<file path="src/rtl/link_frame_deframer_unit_macros.svh">
// Assertion macros shared by the deframer RTL.
`ifndef LINK_FRAME_DEFRAMER_UNIT_MACROS_SVH
`define LINK_FRAME_DEFRAMER_UNIT_MACROS_SVH

// Check a condition at every clock edge outside reset.
`define LFD_ASSERT_ALWAYS(name, clk_s, rst_s, cond) \
  name: assert property (@(posedge clk_s) disable iff (rst_s) (cond)) \
    else $error("lfd assertion failed");

// Check that a consequent holds in the cycle after an antecedent.
`define LFD_ASSERT_NEXT(name, clk_s, rst_s, ante, cons) \
  name: assert property (@(posedge clk_s) disable iff (rst_s) (ante) |=> (cons)) \
    else $error("lfd assertion failed");

`endif

</file>
<file path="src/rtl/lfd_pkg.sv">
// Types and constants of the link frame deframer.
`default_nettype none

package lfd_pkg;

  localparam int unsigned HDR_BYTES = 9;
  localparam int unsigned FILL_W    = $clog2(HDR_BYTES + 1);

  localparam logic [7:0]  SYNC_FIRST  = 8'hFF;
  localparam logic [7:0]  SYNC_SECOND = 8'h5A;
  localparam logic [15:0] HDR_LEN     = 16'(HDR_BYTES);

  typedef struct packed {
    logic        is_payload;
    logic [15:0] packet_length;
    logic [7:0]  control_bits;
    logic [7:0]  sequence_number;
    logic [7:0]  session_id;
    logic [7:0]  payload_byte;
    logic        last_of_packet;
    logic        packet_good;
  } lfd_result_t;

endpackage

`default_nettype wire

</file>
<file path="src/rtl/link_frame_deframer_unit.sv">
// Top level of the link frame deframer.
// A byte that causes a result has it registered in the result queue; the result ports show the oldest queued beat.
// Throughput: one byte per cycle while full is low; full rises only when all QUEUE_DEPTH result slots hold beats.
// The header check (nine-byte sum, sync and length compare) is done in the accepting cycle.
// Reset (rst, synchronous): empties the result queue, clears the window fill, returns to hunting.
`default_nettype none

module link_frame_deframer_unit #(
  parameter int unsigned QUEUE_DEPTH = 4
) (
  input  wire logic        clk,
  input  wire logic        rst,
  input  wire logic        push,
  output      logic        full,
  input  wire logic [7:0]  data_byte,
  output      logic        empty,
  input  wire logic        pop,
  output      logic        is_payload,
  output      logic [15:0] packet_length,
  output      logic [7:0]  control_bits,
  output      logic [7:0]  sequence_number,
  output      logic [7:0]  session_id,
  output      logic [7:0]  payload_byte,
  output      logic        last_of_packet,
  output      logic        packet_good
);
  import lfd_pkg::*;

  logic        in_beat, out_beat, res_valid;
  lfd_result_t res, head;

  assign in_beat  = push && !full;
  assign out_beat = pop && !empty;

  lfd_front u_front (
    .clk       (clk),
    .rst       (rst),
    .beat      (in_beat),
    .data_byte (data_byte),
    .res_valid (res_valid),
    .res       (res)
  );

  lfd_queue #(
    .DEPTH (QUEUE_DEPTH)
  ) u_queue (
    .clk     (clk),
    .rst     (rst),
    .wr_en   (res_valid),
    .wr_data (res),
    .rd_en   (out_beat),
    .rd_data (head),
    .full    (full),
    .empty   (empty)
  );

  assign is_payload      = head.is_payload;
  assign packet_length   = head.packet_length;
  assign control_bits    = head.control_bits;
  assign sequence_number = head.sequence_number;
  assign session_id      = head.session_id;
  assign payload_byte    = head.payload_byte;
  assign last_of_packet  = head.last_of_packet;
  assign packet_good     = head.packet_good;

endmodule

`default_nettype wire

</file>
<file path="src/rtl/lfd_front.sv">
// Front part: header hunt over a sliding window and payload tracking.
`default_nettype none
`include "link_frame_deframer_unit_macros.svh"

module lfd_front (
  input  wire logic                 clk,
  input  wire logic                 rst,
  input  wire logic                 beat,
  input  wire logic [7:0]           data_byte,
  output      logic                 res_valid,
  output      lfd_pkg::lfd_result_t res
);
  import lfd_pkg::*;

  logic [7:0]        win [HDR_BYTES];
  logic [7:0]        cand [HDR_BYTES];
  logic [FILL_W-1:0] fill, fill_next;
  logic              in_payload, in_payload_next;
  logic [15:0]       bytes_left, bytes_left_next;
  logic [7:0]        payload_sum, payload_sum_next;
  logic [7:0]        hdr_sum;
  logic [15:0]       cand_len;
  logic [7:0]        pay_sum_new;
  logic              hit;

  // Window as it stands after the incoming byte is shifted in.
  always_comb begin
    for (int i = 0; i < HDR_BYTES - 1; i++) begin
      cand[i] = win[i+1];
    end
    cand[HDR_BYTES-1] = data_byte;
  end

  always_comb begin
    hdr_sum = 8'd0;
    for (int i = 0; i < HDR_BYTES; i++) begin
      hdr_sum = hdr_sum + cand[i];
    end
  end

  assign cand_len    = {cand[2], cand[3]};
  assign pay_sum_new = payload_sum + data_byte;
  assign hit = (fill >= FILL_W'(HDR_BYTES - 1)) && (cand[0] == SYNC_FIRST) &&
               (cand[1] == SYNC_SECOND) && (hdr_sum == 8'd0) &&
               (cand_len >= HDR_LEN);

  always_comb begin
    fill_next        = fill;
    in_payload_next  = in_payload;
    bytes_left_next  = bytes_left;
    payload_sum_next = payload_sum;
    res_valid        = 1'b0;
    res              = '0;
    if (beat) begin
      if (in_payload) begin
        payload_sum_next   = pay_sum_new;
        bytes_left_next    = bytes_left - 16'd1;
        res_valid          = 1'b1;
        res.is_payload     = 1'b1;
        res.payload_byte   = data_byte;
        if (bytes_left == 16'd1) begin
          in_payload_next    = 1'b0;
          res.last_of_packet = 1'b1;
          res.packet_good    = (pay_sum_new == 8'd0);
        end
      end else begin
        fill_next = (fill == FILL_W'(HDR_BYTES)) ? fill : fill + FILL_W'(1);
        if (hit) begin
          fill_next           = '0;
          payload_sum_next    = 8'd0;
          res_valid           = 1'b1;
          res.packet_length   = cand_len;
          res.control_bits    = cand[4];
          res.sequence_number = cand[5];
          res.session_id      = cand[7];
          if (cand_len == HDR_LEN) begin
            bytes_left_next    = 16'd0;
            res.last_of_packet = 1'b1;
            res.packet_good    = 1'b1;
          end else begin
            bytes_left_next = cand_len - HDR_LEN;
            in_payload_next = 1'b1;
          end
        end
      end
    end
  end

  always_ff @(posedge clk) begin
    if (rst) begin
      fill        <= '0;
      in_payload  <= 1'b0;
      bytes_left  <= 16'd0;
      payload_sum <= 8'd0;
    end else begin
      fill        <= fill_next;
      in_payload  <= in_payload_next;
      bytes_left  <= bytes_left_next;
      payload_sum <= payload_sum_next;
    end
  end

  // Shift line; only advance while hunting.
  always_ff @(posedge clk) begin
    if (beat && !in_payload) begin
      for (int i = 0; i < HDR_BYTES; i++) begin
        win[i] <= cand[i];
      end
    end
  end

  `LFD_ASSERT_ALWAYS(a_fill_range, clk, rst, fill <= FILL_W'(HDR_BYTES))
  `LFD_ASSERT_ALWAYS(a_payload_left, clk, rst, !in_payload || (bytes_left != 16'd0))
  `LFD_ASSERT_NEXT(a_last_ends, clk, rst, res_valid && res.last_of_packet, !in_payload)

endmodule

`default_nettype wire

</file>
<file path="src/rtl/lfd_queue.sv">
// Result queue between the front part and the output ports.
`default_nettype none
`include "link_frame_deframer_unit_macros.svh"

module lfd_queue #(
  parameter int unsigned DEPTH = 4
) (
  input  wire logic                 clk,
  input  wire logic                 rst,
  input  wire logic                 wr_en,
  input  wire lfd_pkg::lfd_result_t wr_data,
  input  wire logic                 rd_en,
  output      lfd_pkg::lfd_result_t rd_data,
  output      logic                 full,
  output      logic                 empty
);
  import lfd_pkg::*;

  localparam int unsigned PTR_W = $clog2(DEPTH);
  localparam int unsigned CNT_W = $clog2(DEPTH + 1);

  lfd_result_t       mem [DEPTH];
  logic [PTR_W-1:0]  wr_ptr, rd_ptr;
  logic [CNT_W-1:0]  count;

  assign full    = (count == CNT_W'(DEPTH));
  assign empty   = (count == '0);
  assign rd_data = mem[rd_ptr];

  always_ff @(posedge clk) begin
    if (rst) begin
      wr_ptr <= '0;
      rd_ptr <= '0;
      count  <= '0;
    end else begin
      if (wr_en) begin
        wr_ptr <= (wr_ptr == PTR_W'(DEPTH - 1)) ? '0 : wr_ptr + PTR_W'(1);
      end
      if (rd_en) begin
        rd_ptr <= (rd_ptr == PTR_W'(DEPTH - 1)) ? '0 : rd_ptr + PTR_W'(1);
      end
      case ({wr_en, rd_en})
        2'b10:   count <= count + CNT_W'(1);
        2'b01:   count <= count - CNT_W'(1);
        default: count <= count;
      endcase
    end
  end

  always_ff @(posedge clk) begin
    if (wr_en) begin
      mem[wr_ptr] <= wr_data;
    end
  end

  `LFD_ASSERT_ALWAYS(a_count_range, clk, rst, count <= CNT_W'(DEPTH))
  `LFD_ASSERT_ALWAYS(a_no_overflow, clk, rst, !(wr_en && full))
  `LFD_ASSERT_ALWAYS(a_no_underflow, clk, rst, !(rd_en && empty))

endmodule

`default_nettype wire

</file>
<file path="config.mk">
export PLATFORM = sky130hd
export DESIGN_NAME = link_frame_deframer_unit
export DESIGN_NICKNAME = d
export VERILOG_FILES = /design/src/rtl/lfd_pkg.sv /design/src/rtl/link_frame_deframer_unit.sv /design/src/rtl/lfd_front.sv /design/src/rtl/lfd_queue.sv
export VERILOG_INCLUDE_DIRS = /design/src /design/src/rtl
export SDC_FILE = /design/constraint.sdc
export NUM_CORES = 1
export LEC_CHECK = 0
export BUFFER_PORTS_ARGS = -buffer_cell sky130_fd_sc_hd__buf_2
export CORE_MARGIN = 10
export CORE_UTILIZATION = 61
export CTS_BUF_LIST = sky130_fd_sc_hd__clkbuf_16
export DETAILED_ROUTE_END_ITERATION = 8
export MAX_ROUTING_LAYER = met4
export PLACE_DENSITY = 0.9
export SLEW_MARGIN = 0
export SYNTH_ARGS = -nofsm -noshare
export SYNTH_HDL_FRONTEND = slang
export SYNTH_HIERARCHICAL = 1
export SYNTH_SLANG_ARGS = --single-unit
export TNS_END_PERCENT = 10
</file>
<file path="constraint.sdc">
create_clock -name clk -period 19.8 [get_ports clk]
set_clock_uncertainty 0.2 [all_clocks]
set_input_delay 2.97 -clock clk [delete_from_list [all_inputs] [get_ports clk]]
set_output_delay 2.97 -clock clk [all_outputs]
set_load 0.005 [all_outputs]
</file>
==> run metrics, run 1 <==
run status finished, final reports clean; initial antenna violation count 0; Synth top area share 0.579; IO Pins 65; PwrDens 103 nW/um2; Min Hold Slack 0.286 ns; global-route wire length before repair 45,600 um; vias post-DR 7,765; Clk Latency, worst-skew pair 0.56 ns; CTS buffer count 30; port bufs 64; GRT Total Usage 0.210; Crit path required time 20.08 ns; CP most frequent cell fa_1; DRC Markers 0; detailed-router iteration count before antenna repair 5; maxcap violations 0; GPL Wtd Cong 0.932; XOR/XNOR share of the synthesized area 0.0265; Synthesized Nets 956; vias in the first global route 7,969; setup bufs post-CTS 0; Crit Path Category in2reg; fin crit period 8.94 ns; Synth Instances 869; pin count of the biggest net entering global routing 65; WP data arrival 9.21 ns; dpl hpwl 18,900 um; Yosys top cell by area edfxtp_1; Hold Crit Class reg2reg; row count 55; Ys Warns 6; CORE AREA 22,500 um2; Worst-Margin Slew 0.912 ns; max-slew violations 0; Post-Syn Area 13,900 um2; Routed WL 29,100 um; ys flop type edfxtp_1; diode count 0; Layout area overhead 11.1%; Bufs on Longest Clock Path 3; Synth Area in Compound Gates 0.0404; H-tree depth 1; Fmax 112 MHz; post-route ant nets 0; TritonCTS clock tree done; EDFF count, synth 268; post-synthesis sequential area ratio 0.634; leading cell types by total area after synthesis edfxtp_1 (58%), mux4_2 (8.1%), fa_1 (6.8%); largest family of logic cells by synthesized area adder cells; critical path fanouts, max 23; Remaining Overflow, GRT 0; Hold Violations, Final 0; crit-path cells buf_2 -> fa_1 -> inv_1 -> fa_1 -> fa_1 -> fa_1 -> inv_1 -> ha_1 -> inv_1 -> fa_1 -> nand2b_1 -> a21oi_1 -> xor2_1 -> nor4b_1 -> mux2i_1 -> and2_1 -> inv_2 -> inv_1 -> ha_1 -> inv_1 -> fa_1 -> xor2_1 -> or3_1 -> a21oi_1; DR iter-0 viols 831; Avg WL per Cell 23.2 um; Setup crit end kind flip-flop; Post-CTS Hold Fix Bufs 0; critical path's slowest cell and2_1; Relative slew margins 0.392; Final period util 0.451; clock-pin slew on the worst setup and hold paths 0.06 ns; adder-cell share of the synthesized area 0.0930; DR vias/cell 6.20; post-synthesis mux area share 0.0858; CTS sink count 306; setup repair after global routing missed its margin false; Leak Pwr 5.48 nW; Max VDD drop 0.0808 mV; Synth Area per Inst 16.0 um2; Sum Neg Setup Slack 0 ns; chip height 171 um; Nets 1,032; final setup fails 0; root buf cell clkbuf_16; post-CTS sizing 0; DIE AREA 29,200 um2; post-layout util 0.686; Startpoint Class primary input; initial cell density of the core 0.617; Synth async-reset ratio 0; share of layout cells above drive strength 1 0.191; Die W 171 um; Synth Area in Simple Gates 0.0840; Critical Path Max Stage Delay 0.75 ns; Synth cell types 62; Synth Register Bits 306
-- critical path, delay by kind of cell --
| kind | cells | cell delay [ns] |
|---|---|---|
| AO/OA/AOI/OAI | 2 | 0.28 |
| XOR/XNOR | 2 | 0.44 |
| AND/OR/NAND/NOR | 4 | 1.32 |
| multiplexers | 1 | 0.15 |
| buffers and inverters | 7 | 0.87 |
| adder cells (fa/ha/maj) | 8 | 3.17 |
-- power by group --
part           internal, mW  switching (mW)  leakage (nW)
registers             0.703          0.0124          2.66
logic                 0.119           0.181          2.30
clock network         0.348           0.234         0.526
total                  1.17           0.427          5.48
-- Yosys cell counts, types with 3 or more instances --
cell      number
a21o_1         5
a21oi_1       24
a22oi_1        7
a31oi_1        4
a32oi_1        4
and2_1        44
and3_1         9
buf_12         5
buf_2          9
buf_6          4
clkbuf_1       9
dfxtp_1       38
edfxtp_1     268
fa_1          47
ha_1          28
inv_1         70
mux2i_1        4
mux4_2        50
nand2_1       27
nand2b_1       6
nand3_1       12
nand3b_1       3
nand4_1        5
nand4b_1       4
nor2_1        39
nor2b_1        4
nor3_1        16
nor3_2         3
nor3b_1        3
nor4_1         9
nor4b_1        3
o21ai_0       15
o31a_1         3
o31ai_1        4
or3_1          5
or4_1          5
xnor2_1       26
xor2_1        16
-- path summary, 6_finish.rpt --
kind                         startpoint               endpoint  slack, ns  depth (start not counted)
setup / recovery           data_byte[2]       u_queue/count[2]      10.86                         24
hold / removal    u_front/bytes_left[1]  u_front/bytes_left[1]       0.29                          2
setup reg to reg     u_front/win[0][34]       u_queue/count[2]      12.80                         23
hold reg to reg   u_front/bytes_left[1]  u_front/bytes_left[1]       0.29                          2
-- cells by family after synthesis --
| kind of cell | Yosys count |
|---|---|
| fa+ha+maj | 75 |
| buf+inv | 100 |
| simple gates | 206 |
| mux | 55 |
| xor+xnor | 42 |
| flops | 306 |
| compound gates | 85 |
-- placed cells by master (no fill, tap or decap), types with 24 or more instances in the layout --
| master | synthesis | routed |
|---|---|---|
| a21oi_1 | 24 | 24 |
| and2_1 | 44 | 40 |
| buf_2 | 9 | 64 |
| clkbuf_16 | 0 | 31 |
| dfxtp_1 | 38 | 36 |
| edfxtp_1 | 268 | 268 |
| fa_1 | 47 | 47 |
| ha_1 | 28 | 28 |
| inv_1 | 70 | 77 |
| mux4_2 | 50 | 50 |
| nand2_1 | 27 | 27 |
| nor2_1 | 39 | 39 |
| xnor2_1 | 26 | 26 |
-- state kept, by name, summed over array words and instances, names as in the netlist, 2 cells and up, named ones only --
| register | count |
|---|---|
| u_front/win | 64 |
| u_queue/rd_ptr | 2 |
| u_front/bytes_left | 16 |
| u_queue/mem | 204 |
| u_front/fill | 4 |
| u_front/payload_sum | 8 |
| u_queue/wr_ptr | 2 |
| u_queue/count | 3 |
-- routing by layer --
| layer | vias to the layer above | GRT usage | routed length (um) |
|---|---|---|---|
| met4 | 0 | 0.0847 | 986 |
| met2 | 387 | 0.330 | 14300 |
| li1 | 3389 | - | - |
| met1 | 3922 | 0.266 | 11600 |
| met5 | - | - | 0 |
| met3 | 67 | 0.0412 | 2210 |
-- area by class of cell --
| type | count | area [um2] |
|---|---|---|
| inverter | 71 | 267 |
| fill | 1416 | 7070 |
| timing repair buffer | 73 | 388 |
| clock buffer | 31 | 776 |
| tap | 285 | 357 |
| sequential | 306 | 8810 |
| multi-input combinational | 463 | 4590 |
| clock inverter | 23 | 245 |
-- stage by stage --
| step | worst slack, ns | instance area [um2] | power [mW] | cells |
|---|---|---|---|---|
| after floorplan | 11.04 | 13900 | 0.940 | 869 |
| after global placement | 10.50 | 14400 | 0.998 | 1198 |
| after detailed placement | 10.36 | 14400 | 1.01 | 1198 |
| after CTS | 10.91 | 15400 | 1.60 | 1252 |
| after global routing | 10.51 | 15400 | 1.66 | 1252 |
| final | 10.86 | 15400 | 1.60 | 1252 |
Power figures use the tool's default switching activity.
==> inputs of run 2 (changes only) <==
--- a/config.mk
+++ b/config.mk
@@ -8,11 +8,11 @@
 export LEC_CHECK = 0
 export BUFFER_PORTS_ARGS = -buffer_cell sky130_fd_sc_hd__buf_2
 export CORE_MARGIN = 10
-export CORE_UTILIZATION = 61
+export CORE_UTILIZATION = 56
 export CTS_BUF_LIST = sky130_fd_sc_hd__clkbuf_16
 export DETAILED_ROUTE_END_ITERATION = 8
 export MAX_ROUTING_LAYER = met4
-export PLACE_DENSITY = 0.9
+export PLACE_DENSITY = 0.88
 export SLEW_MARGIN = 0
 export SYNTH_ARGS = -nofsm -noshare
 export SYNTH_HDL_FRONTEND = slang
==> constraint.sdc (replaced) <==
create_clock -name clk -period 7.6 [get_ports clk]
set_clock_uncertainty 0.2 [all_clocks]
set_input_delay 1.14 -clock clk [delete_from_list [all_inputs] [get_ports clk]]
set_output_delay 1.14 -clock clk [all_outputs]
set_load 0.005 [all_outputs]
==> run metrics, run 2 (synthesis results as in run 1) <==
run status finished, final reports clean; Fmax 157 MHz; maxcap violations 0 (unchanged); CP most frequent cell fa_1; root buf cell clkbuf_16; DRC Markers 0 (unchanged); setup bufs post-CTS 0 (unchanged); Post-CTS Hold Fix Bufs 0 (unchanged); slack of the critical path 1.25 ns (-9.61 ns); initial cell density of the core 0.569 (-0.0478); R2R Path Start u_front/win[0][34]; commonest non-fill, non-tap cell in the layout edfxtp_1; post-layout power 3.99 mW (+150%); post-route ant nets 0 (unchanged); chip height 177 um (+3.9%); GRT Total Usage 0.188 (-0.0217); DR iter-0 viols 945 (+14%); Remaining Overflow, GRT 0 (unchanged); largest register by flop count u_queue/mem; most frequent cells in the layout edfxtp_1 (268), inv_1 (75), buf_2 (64); Crit path required time 7.86 ns (-12.22 ns); worst hold stages 0 (-2); CTS buffer count 28 (-6.7%); CP Launch Point data_byte[2]; TritonCTS clock tree done; row count 57 (+3.6%); Routed WL 28,900 um (-0.64%); H-tree depth 1 (unchanged); Clk Latency, worst-skew pair 0.53 ns (-0.03 ns); top flop regs u_queue/mem (204), u_front/win (64), u_front/bytes_left (16); PwrDens 259 nW/um2 (+150%); Die W 177 um (+3.9%); IO Pins 65 (unchanged); Hold Violations, Final 0 (unchanged); detailed-router iteration count before antenna repair 5 (unchanged); port bufs 64 (unchanged); fin crit period 6.35 ns; Leak Pwr 5.43 nW (-0.90%); Setup crit end kind flip-flop; vias post-DR 7,737 (-0.36%); share of layout cells above drive strength 1 0.184 (-0.00686); final setup fails 0 (unchanged); initial antenna violation count 1 (+1); Layout area overhead 11.1% (about the same); worst r2r path cells 23 (unchanged); setup repair after global routing missed its margin false; GPL Wtd Cong 0.940 (+0.82%); Avg WL per Cell 22.4 um (-3.6%); WP data arrival 6.61 ns (-2.60 ns); Placed Cells 1,237 (+3.3%); CORE AREA 24,400 um2 (+8.4%); Crit Path Category in2reg; Post-Layout Cell Count 1,290 (+3.0%); Max VDD drop 0.186 mV (+130%); max FFs per register 204 (unchanged); DP Worst Slack 0.738 ns (-9.62 ns); global-route wire length before repair 45,100 um (-1.0%); max-slew violations 0 (unchanged); CTS sink count 306 (unchanged); Sum Neg Setup Slack 0 ns (unchanged); post-CTS sizing 0 (unchanged); critical path fanouts, max 18 (-22%); Hold Crit Class reg2reg; hold path start u_front/win[0][63]; Startpoint Class primary input; critical path's slowest cell fa_1; Final period util 0.836; DR vias/cell 6.00 (-3.3%); Relative slew margins 0.349 (-0.0433); DIE AREA 31,500 um2 (+7.9%); clock-pin slew on the worst setup and hold paths 0.06 ns (about the same); pin count of the biggest net entering global routing 65 (unchanged); Nets 1,030 (-0.19%); Worst-Margin Slew 0.976 ns (+0.0636 ns); crit-path cells buf_2 -> fa_1 -> inv_1 -> fa_1 -> fa_1 -> fa_1 -> inv_1 -> ha_1 -> inv_1 -> fa_1 -> nand2b_1 -> a21oi_1 -> xor2_1 -> nor4_1 -> mux2i_1 -> and2_1 -> inv_2 -> inv_1 -> ha_1 -> inv_1 -> fa_1 -> xor2_1 -> or3_1 -> a21oi_1; Critical Path Max Stage Delay 0.55 ns (-0.20 ns); vias in the first global route 8,007 (+0.48%); dpl hpwl 18,600 um (-1.5%); Bufs on Longest Clock Path 3 (unchanged)
run 2: per-layer routing:
| metal | GRT usage | vias up | part of all wire |
|---|---|---|---|
| met5 | - | - | 0 |
| met4 | 0.0639 | 0 | 0.031 |
| met3 | 0.0300 | 69 | 0.075 |
| met2 | 0.308 | 333 | 0.50 |
| met1 | 0.236 | 3942 | 0.40 |
| li1 | - | 3393 | - |
run 2: final cells by class:
cell class,instances,area [um2]
well taps,324,405
repair buffers,73,450
diodes,1,2.50
fillers,1667,8960
clock inverters,23,179
inverters,71,267
clock buffers,29,726
multi-input cells,463,4590
flip-flops and latches,306,8810
run 2: path summary, 6_finish.rpt:
check                        to  slack, ns
max            u_queue/count[2]       1.25
min          u_front/win[0][55]       0.28
max reg2reg    u_queue/count[2]       1.38
min reg2reg  u_front/win[0][55]       0.28
run 2: per-stage QoR:
| step | util | hold WS [ns] | cell area, um2 |
|---|---|---|---|
| CTS | 0.633 | 0.278 | 15400 |
| finish | 0.633 | 0.284 | 15400 |
| detailed placement | 0.596 | 0.263 | 14500 |
| global placement | 0.596 | 0.256 | 14500 |
| floorplan | - | 0.248 | 13900 |
| global route | 0.633 | 0.307 | 15400 |
run 2: worst max-delay path, delay by kind of cell:
| kind | cells | cell delay (ns) |
|---|---|---|
| AND/OR/NAND/NOR | 4 | 0.74 |
| multiplexers | 1 | 0.16 |
| XOR/XNOR | 2 | 0.43 |
| AO/OA/AOI/OAI | 2 | 0.29 |
| buffers and inverters | 7 | 0.64 |
| adder cells (fa/ha/maj) | 8 | 3.21 |
run 2: power by group:
part	switching [mW]	internal [mW]
logic	0.449	0.308
clock network	0.586	0.789
registers	0.0321	1.83
total	1.07	2.93
